## config.mk

```make
export PLATFORM = sky130hd
export DESIGN_NAME = checksum_frame_sync_deframer_flat
export DESIGN_NICKNAME = d
export VERILOG_FILES = /design/src/sv/cfsd_pkg.sv /design/src/sv/cfsd_byte_if.sv /design/src/sv/cfsd_frame_if.sv /design/src/sv/cfsd_front.sv /design/src/sv/cfsd_queue.sv /design/src/sv/cfsd_back.sv /design/src/sv/checksum_frame_sync_deframer.sv /design/src/flat_wrapper.sv
export SDC_FILE = /design/constraint.sdc
export NUM_CORES = 1
export LEC_CHECK = 0
export ABC_AREA = 1
export BUFFER_PORTS_ARGS = -buffer_cell sky130_fd_sc_hd__buf_2
export CORE_ASPECT_RATIO = 0.9
export CORE_UTILIZATION = 50
export DETAILED_ROUTE_END_ITERATION = 7
export PLACE_DENSITY = 0.72
export SLEW_MARGIN = 10
export SYNTH_ARGS = -nofsm -noshare
export SYNTH_HDL_FRONTEND = slang
export SYNTH_SLANG_ARGS = --single-unit
```

## constraint.sdc

```tcl
create_clock -name clk -period 6.35 [get_ports clk]
set_clock_uncertainty 0.05 [all_clocks]
set_input_delay 1.27 -clock clk [delete_from_list [all_inputs] [get_ports clk]]
set_output_delay 1.27 -clock clk [all_outputs]
set_load 0.005 [all_outputs]
```

## src/sv/cfsd_pkg.sv

```systemverilog
// Shared types, constants and frame assembly for the checksum frame deframer.
package cfsd_pkg;

    localparam int DATA_BYTES   = 8;
    localparam int WINDOW_DEPTH = 8;
    localparam int WIN_IDX_W    = $clog2(WINDOW_DEPTH);
    localparam int FILL_W       = $clog2(WINDOW_DEPTH + 1);
    localparam int WORD_BYTES   = 4;
    localparam int QUEUE_DEPTH  = 2;
    localparam int QPTR_W       = $clog2(QUEUE_DEPTH);
    localparam int QCNT_W       = $clog2(QUEUE_DEPTH + 1);

    localparam logic [7:0] SEED_RESET = 8'hAA;

    typedef logic [7:0] byte_t;
    typedef byte_t [WINDOW_DEPTH-1:0] window_t;

    typedef struct packed {
        logic signed [31:0] first_word;
        logic signed [31:0] second_word;
    } frame_t;

    typedef struct packed {
        logic valid;
        logic full;
    } q_status_t;

    function automatic byte_t frame_byte(input window_t win, input int pos);
        byte_t b;
        b = '0;
        if (pos < DATA_BYTES && pos < WINDOW_DEPTH)
        begin
            b = win[pos];
        end
        return b;
    endfunction

    function automatic logic [31:0] assemble_word(input window_t win, input int base);
        logic [31:0] w;
        w = {frame_byte(win, base), frame_byte(win, base + 1),
             frame_byte(win, base + 2), frame_byte(win, base + 3)};
        return w;
    endfunction

endpackage

```

## src/sv/cfsd_byte_if.sv

```systemverilog
// Byte request channel: valid, ready and one received serial byte.
interface cfsd_byte_if;
    logic                valid;
    logic                ready;
    cfsd_pkg::byte_t     rx_byte;

    modport source (output valid, output rx_byte, input ready);
    modport sink   (input valid, input rx_byte, output ready);
endinterface

```

## src/sv/cfsd_frame_if.sv

```systemverilog
// Frame request channel: valid, ready and the two assembled frame words.
interface cfsd_frame_if;
    logic               valid;
    logic               ready;
    logic signed [31:0] first_word;
    logic signed [31:0] second_word;

    modport source (output valid, output first_word, output second_word, input ready);
    modport sink   (input valid, input first_word, input second_word, output ready);
endinterface

```

## src/sv/cfsd_front.sv

```systemverilog
// Front end: byte window, running sum, checksum match and frame push.
module cfsd_front (
    input  logic                  clk,
    input  logic                  rst_n,
    cfsd_byte_if.sink             rx,
    input  logic                  seed_we,
    input  logic [7:0]            seed_wdata,
    input  cfsd_pkg::q_status_t   q_status,
    output logic                  push,
    output cfsd_pkg::frame_t      push_frame
);

    logic [7:0]                   seed_reg;
    cfsd_pkg::window_t            win_reg;
    cfsd_pkg::window_t            win_next;
    logic [7:0]                   sum_reg;
    logic [7:0]                   sum_next;
    logic [cfsd_pkg::FILL_W-1:0]  fill_reg;
    logic [cfsd_pkg::FILL_W-1:0]  fill_next;
    logic                         accept;
    logic                         full;
    logic                         match;
    logic [7:0]                   expect_sum;

    localparam logic [cfsd_pkg::FILL_W-1:0] DEPTH =
        cfsd_pkg::FILL_W'(cfsd_pkg::DATA_BYTES);

    assign rx.ready   = !q_status.full;
    assign accept     = rx.valid && rx.ready;
    assign full       = (fill_reg >= DEPTH);
    assign expect_sum = seed_reg + sum_reg;
    assign match      = full && (rx.rx_byte == expect_sum);
    assign push       = accept && match;

    assign push_frame.first_word  = cfsd_pkg::assemble_word(win_reg, 0);
    assign push_frame.second_word = cfsd_pkg::assemble_word(win_reg, cfsd_pkg::WORD_BYTES);

    always_comb
    begin
        win_next  = win_reg;
        sum_next  = sum_reg;
        fill_next = fill_reg;
        if (accept)
        begin
            if (match)
            begin
                win_next  = '0;
                sum_next  = '0;
                fill_next = '0;
            end
            else if (full)
            begin
                // slide: drop the oldest byte, append the new one at the top
                for (int i = 0; i < cfsd_pkg::WINDOW_DEPTH - 1; i++)
                begin
                    if (i < cfsd_pkg::DATA_BYTES - 1)
                    begin
                        win_next[i] = win_reg[i + 1];
                    end
                    else if (i == cfsd_pkg::DATA_BYTES - 1)
                    begin
                        win_next[i] = rx.rx_byte;
                    end
                end
                if (cfsd_pkg::DATA_BYTES == cfsd_pkg::WINDOW_DEPTH)
                begin
                    win_next[cfsd_pkg::WINDOW_DEPTH - 1] = rx.rx_byte;
                end
                sum_next = sum_reg - win_reg[0] + rx.rx_byte;
            end
            else
            begin
                win_next[fill_reg[cfsd_pkg::WIN_IDX_W-1:0]] = rx.rx_byte;
                sum_next  = sum_reg + rx.rx_byte;
                fill_next = fill_reg + 1'b1;
            end
        end
    end

    always_ff @(posedge clk or negedge rst_n)
    begin
        if (!rst_n)
        begin
            seed_reg <= cfsd_pkg::SEED_RESET;
            win_reg  <= '0;
            sum_reg  <= '0;
            fill_reg <= '0;
        end
        else
        begin
            if (seed_we)
            begin
                seed_reg <= seed_wdata;
            end
            win_reg  <= win_next;
            sum_reg  <= sum_next;
            fill_reg <= fill_next;
        end
    end

endmodule

```

## src/sv/cfsd_queue.sv

```systemverilog
// Two-entry frame queue between the front end and the output stage.
module cfsd_queue (
    input  logic                  clk,
    input  logic                  rst_n,
    input  logic                  push,
    input  cfsd_pkg::frame_t      push_frame,
    input  logic                  pop,
    output cfsd_pkg::frame_t      head_frame,
    output cfsd_pkg::q_status_t   q_status
);

    cfsd_pkg::frame_t             mem_reg [cfsd_pkg::QUEUE_DEPTH];
    logic [cfsd_pkg::QPTR_W-1:0]  wr_ptr_reg;
    logic [cfsd_pkg::QPTR_W-1:0]  rd_ptr_reg;
    logic [cfsd_pkg::QCNT_W-1:0]  count_reg;
    logic [cfsd_pkg::QCNT_W-1:0]  count_next;

    localparam logic [cfsd_pkg::QCNT_W-1:0] FULL_COUNT =
        cfsd_pkg::QCNT_W'(cfsd_pkg::QUEUE_DEPTH);

    assign head_frame     = mem_reg[rd_ptr_reg];
    assign q_status.valid = (count_reg != '0);
    assign q_status.full  = (count_reg == FULL_COUNT);

    always_comb
    begin
        count_next = count_reg;
        if (push && !pop)
        begin
            count_next = count_reg + 1'b1;
        end
        else if (pop && !push)
        begin
            count_next = count_reg - 1'b1;
        end
    end

    always_ff @(posedge clk)
    begin
        if (push)
        begin
            mem_reg[wr_ptr_reg] <= push_frame;
        end
    end

    always_ff @(posedge clk or negedge rst_n)
    begin
        if (!rst_n)
        begin
            wr_ptr_reg <= '0;
            rd_ptr_reg <= '0;
            count_reg  <= '0;
        end
        else
        begin
            if (push)
            begin
                wr_ptr_reg <= wr_ptr_reg + 1'b1;
            end
            if (pop)
            begin
                rd_ptr_reg <= rd_ptr_reg + 1'b1;
            end
            count_reg <= count_next;
        end
    end

endmodule

```

## src/sv/cfsd_back.sv

```systemverilog
// Output stage: registered frame request toward the receiver.
module cfsd_back (
    input  logic                  clk,
    input  logic                  rst_n,
    input  cfsd_pkg::q_status_t   q_status,
    input  cfsd_pkg::frame_t      head_frame,
    output logic                  pop,
    cfsd_frame_if.source          frames
);

    logic              out_valid_reg;
    logic              out_valid_next;
    cfsd_pkg::frame_t  out_frame_reg;

    assign pop            = q_status.valid && (!out_valid_reg || frames.ready);
    assign out_valid_next = pop || (out_valid_reg && !frames.ready);

    assign frames.valid       = out_valid_reg;
    assign frames.first_word  = out_frame_reg.first_word;
    assign frames.second_word = out_frame_reg.second_word;

    always_ff @(posedge clk)
    begin
        if (pop)
        begin
            out_frame_reg <= head_frame;
        end
    end

    always_ff @(posedge clk or negedge rst_n)
    begin
        if (!rst_n)
        begin
            out_valid_reg <= 1'b0;
        end
        else
        begin
            out_valid_reg <= out_valid_next;
        end
    end

endmodule

```

## src/sv/checksum_frame_sync_deframer.sv

```systemverilog
// Top level of the additive-checksum frame deframer.
//
// Usage: bytes from the serial receiver come in on rx, one per request.
// The block hunts for frames of 8 data bytes and a checksum byte equal to
// the seed plus the data byte sum (mod 256). Each frame found leaves on
// frames as two big-endian 32-bit words; a non-matching byte on a full
// window slides it by one. seed_we/seed_wdata load the seed; write it
// only while idle. Throughput: one byte per cycle; rx.ready drops only when
// the two-entry frame queue is full, which happens only while the receiver
// stalls frames. A frame is queued when its checksum byte is accepted and
// moves to the output register when that is empty or its frame is taken.
// A stalled receiver holds the output register, then fills the queue, then
// backpressures rx.
// Reset: the window, sum and byte count clear, the seed returns to 0xAA,
// the queue and output register empty. No warm-up pass.
module checksum_frame_sync_deframer (
    input  logic          clk,
    input  logic          rst_n,
    cfsd_byte_if.sink     rx,
    cfsd_frame_if.source  frames,
    input  logic          seed_we,
    input  logic [7:0]    seed_wdata
);

    logic                 push;
    logic                 pop;
    cfsd_pkg::frame_t     push_frame;
    cfsd_pkg::frame_t     head_frame;
    cfsd_pkg::q_status_t  q_status;

    cfsd_front u_front (
        .clk        (clk),
        .rst_n      (rst_n),
        .rx         (rx),
        .seed_we    (seed_we),
        .seed_wdata (seed_wdata),
        .q_status   (q_status),
        .push       (push),
        .push_frame (push_frame)
    );

    cfsd_queue u_queue (
        .clk        (clk),
        .rst_n      (rst_n),
        .push       (push),
        .push_frame (push_frame),
        .pop        (pop),
        .head_frame (head_frame),
        .q_status   (q_status)
    );

    cfsd_back u_back (
        .clk        (clk),
        .rst_n      (rst_n),
        .q_status   (q_status),
        .head_frame (head_frame),
        .pop        (pop),
        .frames     (frames)
    );

    a_no_push_when_full: assert property (@(posedge clk) disable iff (!rst_n)
        !(push && q_status.full))
        else $error("frame pushed into a full queue");

    a_pop_needs_entry: assert property (@(posedge clk) disable iff (!rst_n)
        pop |-> q_status.valid)
        else $error("pop from an empty queue");

    a_empty_stays_empty: assert property (@(posedge clk) disable iff (!rst_n)
        (!q_status.valid && !push) |=> !q_status.valid)
        else $error("queue became non-empty without a push");

    a_push_fills: assert property (@(posedge clk) disable iff (!rst_n)
        push |=> q_status.valid)
        else $error("queue empty after a push");

endmodule

```

## src/flat_wrapper.sv

```systemverilog
// flat-port wrapper written by rule: the top's interface ports become plain ports
module checksum_frame_sync_deframer_flat 
  (clk, rst_n, seed_we, seed_wdata, rx_valid, rx_rx_byte, rx_ready, frames_valid, frames_first_word, frames_second_word, frames_ready);
  cfsd_byte_if rx_i ();
  cfsd_frame_if frames_i ();
  input  logic clk;
  input  logic rst_n;
  input  logic seed_we;
  input  logic [7:0] seed_wdata;
  input wire logic [$bits(rx_i.valid)-1:0] rx_valid;
  input wire logic [$bits(rx_i.rx_byte)-1:0] rx_rx_byte;
  output wire logic [$bits(rx_i.ready)-1:0] rx_ready;
  output wire logic [$bits(frames_i.valid)-1:0] frames_valid;
  output wire logic [$bits(frames_i.first_word)-1:0] frames_first_word;
  output wire logic [$bits(frames_i.second_word)-1:0] frames_second_word;
  input wire logic [$bits(frames_i.ready)-1:0] frames_ready;
  assign rx_i.valid = rx_valid;
  assign rx_i.rx_byte = rx_rx_byte;
  assign rx_ready = rx_i.ready;
  assign frames_valid = frames_i.valid;
  assign frames_first_word = frames_i.first_word;
  assign frames_second_word = frames_i.second_word;
  assign frames_i.ready = frames_ready;
  checksum_frame_sync_deframer u_core (.clk(clk), .rst_n(rst_n), .rx(rx_i), .frames(frames_i), .seed_we(seed_we), .seed_wdata(seed_wdata));
endmodule
```

Word-level counts from Yosys, hierarchy flattened
Memories as Yosys holds them, arrays and structs flattened. A register that Yosys moved wholly into a read port is not among the register bits.
Cells that the tools add are included.
- flip-flop bits (word level): 89
- memories: 1
- output and inout bits: 66
- bits of input ports: 21
- logic and storage cells: 62
- memory bits (writable): 128
- multiplexer cells: 13
- order comparisons: 3
- add/subtract/negate cells: 9
- reduce and logical (&&, ||, !) cells: 18
- equal/unequal tests: 3
- memory list (name ; depth ; width ; rd ports ; clocked after memory_dff ; wr ports ; RTL line ; text):
    u_core.u_queue.mem_reg ; 2 ; 64 ; 1 ; 1 ; 1 ; cfsd_queue.sv:12 ; cfsd_pkg::frame_t mem_reg [cfsd_pkg::QUEUE_DEPTH];
- operators with widths (cell ; count):
    2-to-1 mux 64 bit ; 2
    bitwise mux 64 bit ; 1
    adder 8 bit ; 3
    demux 8 bit (select 3 bit) ; 1
    2-to-1 mux 8 bit ; 3
    equality test 8 bit ; 1
    logical AND 1 bit ; 8
    2-to-1 mux 4 bit ; 2
    subtractor 8 bit ; 1
    zero test 1 bit ; 5
    adder 4 x 1 -> 4 bit, second input constant ; 1
    >= comparator 4 bit, second input constant ; 1
    < comparator 3 x 4 -> 1 bit, second input constant ; 1
    2-to-1 mux 2 bit ; 2
    nonzero test 2 bit ; 2
    >= comparator 3 x 1 -> 1 bit, second input constant ; 1
    adder 1 bit, second input constant ; 2
    adder 2 x 1 -> 2 bit, second input constant ; 1
    equality test 2 bit, second input constant ; 1
    logical OR 1 bit ; 2
    2-to-1 mux 1 bit ; 2
    inequality test 2 x 1 -> 1 bit, second input constant ; 1
    AND reduction 2 bit ; 1
    subtractor 2 x 1 -> 2 bit, second input constant ; 1

Depth between registers and ports, before layout
- depth after elaboration: 8
- depth in mapped cells: 17

By module
Synthesis repeated with hierarchy kept, for this count alone.
- cells, all modules: 1034
- area total of the unflattened synthesis: 12414.4 sq um
- modules (own cells, without submodules) (module ; area each (sq um) ; sequential area each (sq um) ; instances ; cells an instance):
    cfsd_front ; 5412.7 ; 2107.0 ; 1 ; 740
    cfsd_queue ; 5031.1 ; 3943.8 ; 1 ; 224
    cfsd_back ; 1970.6 ; 1946.9 ; 1 ; 70

Least setup slack after synthesis
No wires, ideal clock.
- kind: in2reg
- start point: input rx_rx_byte[4]
- end point: memory u_core.u_queue.mem_reg[1][0] (netlist name), enable pin
- arrival time: 4724 ps
- buffers on the path: 0
- required time: 5814 ps
- setup slack: 1090 ps
- stages on the path: 11
- cells stage by stage: nand2_1 inv_1 nor2_1 nand3_1 nand2_1 nand3_1 nor2_1 nand3_1 nor2_1 nand2_1 nor2_1
- cells in the longest elaborated chain, start to end: 5
- RTL lines (what ; RTL line ; text):
    from (decl) ; flat_wrapper.sv:11 ; input wire logic [$bits(rx_i.rx_byte)-1:0] rx_rx_byte;
    equality test 8 bit ; cfsd_front.sv:32 ; assign match = full && (rx.rx_byte == expect_sum);
    logical AND 1 bit ; cfsd_front.sv:32 ;
    logical AND 1 bit ; cfsd_front.sv:33 ; assign push = accept && match;
    2-to-1 mux 1 bit ; cfsd_queue.sv:40 ; if (push)
    2-to-1 mux 1 bit (not written as such) ; cfsd_queue.sv:42 ; mem_reg[wr_ptr_reg] <= push_frame;
    to (decl) ; cfsd_queue.sv:12 ;
Every way passes these cells.

Worst setup path after layout
- start point: register u_core.u_front.sum_reg[0]
- end point: memory u_core.u_queue.mem_reg[0][1] (netlist name), enable pin
- cells in the longest elaborated chain, start to end: 6
- RTL lines (what ; RTL line ; text):
    from (decl) ; cfsd_front.sv:16 ; logic [7:0] sum_reg;
    from (signal assigned) ; cfsd_front.sv:96 ; sum_reg <= sum_next;
    adder 8 bit ; cfsd_front.sv:31 ; assign expect_sum = seed_reg + sum_reg;
    equality test 8 bit ; cfsd_front.sv:32 ;
    logical AND 1 bit ; cfsd_front.sv:32 ;
    logical AND 1 bit ; cfsd_front.sv:33 ;
    named net u_core.push ; checksum_frame_sync_deframer.sv:25 ; logic push;
    2-to-1 mux 1 bit ; cfsd_queue.sv:40 ;
    2-to-1 mux 1 bit (not written as such) ; cfsd_queue.sv:42 ;
The timed path passes the listed nets, and every way through them passes these cells.

==> out/metrics.cfg <==
[sta]
maxSlewHeadroom=0.1718
hold_violations=0
hold_ws_ns=0.4228
layout_setup_ws_ns=2.493
maxSlewViolCount=0
finalCritPeriodShare=0.6074
tns_ns=0
setup_viol=0
worst_pin_slew_ns=1.242
max_freq_mhz=259.3
period_minus_slack_ns=3.857
rsz0062_at_grt=no

[setup_path]
critPathMaxFanout=38
r2r_cells=13
path_cells=ha_1 -> inv_1 -> fa_1 -> xor2_1 -> nand2_1 -> nor2_1 -> nand3_1 -> nor2_1 -> nand3_1 -> nor3_2 -> nand2_1 -> inv_2 -> buf_4
start_kind=flip-flop
required_ns=6.51
path_class=reg -> reg
cp-end-kind=flip-flop
r2r_end=u_core.u_queue.mem_reg[0][1]
worstPathArrival_ns=4.02
ff2ff_setup_slack_ns=2.49
rr_startpoint=u_core.u_front.sum_reg[0]
slowest_stage=inv_2
critPathLaunch=u_core.u_front.sum_reg[0]
critPathBufInv=3
cp_top_family=buffers and inverters
critPathCapture=u_core.u_queue.mem_reg[0][1]
max_stage_delay_ns=0.67
crit_cells=13

[routing]
viasPerCell=5.302
firstDrtPassIters=7
ant_nets=0
routed_wirelength_um=24680
first_iter_violations=663
route.detailed.drc=1
dr_total_vias=8101
wl_per_cell_um=16.15

[clock_network]
cts.reportedPaths.clkPinSlew_ns=0.06
clk_latency_ns=0.55
post_cts_buffers=0
cts_sinks=281
cts-root-buf=clkbuf_16
cts_resized=0
clk_path_buf_depth=3
cts_tree=yes
cts_hold_buffers=0
htree_levels=1
cts_buffers=29

[global_route]
grt_pass1_wl_um=39850
grt_usage=0.2001
grt-ovfl-total=0
antenna_found_initial=1
grt_pass1_vias=7663
grt_max_degree=73

[die]
fp.coreArea_um2=24190
initial_utilization=0.5097
die_h_um=151.0
fp.dieW_um=167.5
dieArea_um2=25290
ios=87
rows=54

[synthesis]
synth_nets=1169
synth_cell_types=40
yosysWarningCount=0
syn_inst=1114
synthesis.area_um2=12330
ys_ff_latch=281
synth_seq_area_share=0.6487
avgSynthCellArea_um2=11.07

[placement]
dpl_cell_area_um2=12970
globalplace.congestion=0.9049
placed_cells=1474
preCtsSetupSlack_ns=2.213
portBuffers=86
hpwl_um=16150

[finish]
drive_gt1_frac=0.1598
diodes=0
stdcell_count=1528
fill_cells=2021
stdcell_area_um2=13870
postLayoutCoreUtil=0.5732
largest_register_ffs=128
synthToLayoutAreaGrowth_pct=12.47
nNetsFinal=1252

[power]
leakage_nw=5.945
ir_worst_vdd_v=0.0002848
power_density_nw_per_um2=505.7
p_seq_frac=0.408
p_sw_frac=0.3743
p_comb_frac=0.363
clockPowerShare=0.229
power_mw=7.012
p_sw_mw=2.625
p_int_mw=4.387

[min_path]
min_from=u_core.u_front.push_frame[19]
hold_path_class=reg -> reg

[status]
status=finished with violations
violations=design-rule violations

[job]
cap_violations=0

==> synth_stat cells <==
| master | n | share of area |
|---|---|---|
| a21boi_0 | 1 | 0.00061 |
| a21o_1 | 2 | 0.0012 |
| a21oi_1 | 15 | 0.0061 |
| a21oi_2 | 7 | 0.0050 |
| a21oi_4 | 1 | 0.0013 |
| a22oi_1 | 1 | 0.00061 |
| a31oi_1 | 3 | 0.0015 |
| and2_1 | 1 | 0.00051 |
| buf_1 | 6 | 0.0018 |
| buf_2 | 8 | 0.0032 |
| buf_4 | 4 | 0.0024 |
| buf_6 | 8 | 0.0073 |
| clkbuf_1 | 15 | 0.0046 |
| dfrtp_1 | 85 | 0.17 |
| dfstp_2 | 4 | 0.0085 |
| edfxtp_1 | 192 | 0.47 |
| fa_1 | 9 | 0.015 |
| ha_1 | 25 | 0.025 |
| inv_1 | 134 | 0.041 |
| inv_2 | 4 | 0.0012 |
| mux2_2 | 6 | 0.0055 |
| nand2_1 | 294 | 0.090 |
| nand2_2 | 11 | 0.0056 |
| nand3_1 | 71 | 0.029 |
| nand3_2 | 17 | 0.014 |
| nand3b_1 | 2 | 0.0012 |
| nand4_1 | 5 | 0.0025 |
| nand4_4 | 1 | 0.0017 |
| nor2_1 | 21 | 0.0064 |
| nor2_2 | 2 | 0.0010 |
| nor2_4 | 1 | 0.00091 |
| nor3_2 | 1 | 0.00081 |
| o211ai_1 | 1 | 0.00061 |
| o21ai_0 | 13 | 0.0053 |
| o21ai_1 | 66 | 0.027 |
| o22ai_1 | 59 | 0.030 |
| or2_2 | 1 | 0.00051 |
| or2_4 | 1 | 0.00071 |
| xnor2_1 | 7 | 0.0050 |
| xor2_1 | 9 | 0.0064 |
==> final cells by class <==
| class | instances | area, µm² | area share |
|---|---|---|---|
| Multi-Input combinational cell | 654 | 3581 | 0.2583 |
| Clock inverter | 20 | 152.6 | 0.01101 |
| Clock buffer | 34 | 744.5 | 0.05369 |
| Sequential cell | 281 | 7999 | 0.5769 |
| Timing Repair Buffer | 93 | 485.5 | 0.03501 |
| Tap cell | 308 | 385.4 | 0.02779 |
| Inverter | 138 | 518.0 | 0.03736 |
==> power groups by stage <==
stage	clock network (mW)	registers, mW	logic, mW
after floorplan	0	2.82	1.89
after global placement	0	2.88	2.49
after detailed placement	0	2.90	2.54
after CTS	1.62	2.86	2.55
after global routing	1.70	2.91	2.89
final	1.60	2.86	2.55
==> metal layers <==
layer / track usage / up-vias / share of wire
li1: - / 3966 / -
met4: 0.05413 / 2 / 0.022
met2: 0.3238 / 228 / 0.46
met3: 0.02979 / 48 / 0.055
met5: 0 / - / 0.00045
met1: 0.2844 / 3857 / 0.46
==> worst min-delay path by stage <==
stage                                    endpoint  slack, ns  depth (start not counted)
floorplan            u_core.u_queue.mem_reg[0][0]       0.39                          0
global placement    u_core.u_queue.mem_reg[1][21]       0.40                          0
detailed placement  u_core.u_queue.mem_reg[0][19]       0.41                          0
CTS                 u_core.u_queue.mem_reg[0][19]       0.42                          0
global route        u_core.u_queue.mem_reg[0][19]       0.44                          0
finish              u_core.u_queue.mem_reg[1][19]       0.42                          0
==> cell families (layout without fill, tap and decap cells) <==
group,after synthesis,after routing,synth area share
AOI/OAI and AO/OA,169,169,0.07896
xor gates and xnor gates,16,16,0.01137
adders and majority gates,34,34,0.03999
buffers and inverters,179,285,0.06140
DFF,281,281,0.6487
muxes,6,6,0.005480
and+or+nand+nor,429,429,0.1541
==> cells in the final DEF, fill, tap and decap left out, types with 11 or more instances in the layout <==
cell,count
buf_2,85
o21ai_0,13
clkbuf_16,29
ha_1,25
nand3_1,71
edfxtp_1,192
dfrtp_1,84
a21oi_1,15
inv_1,131
nand2_2,11
o21ai_1,66
nand3_2,17
nor2_1,20
nand2_1,294
o22ai_1,59
(Power assumes the default switching activity.)
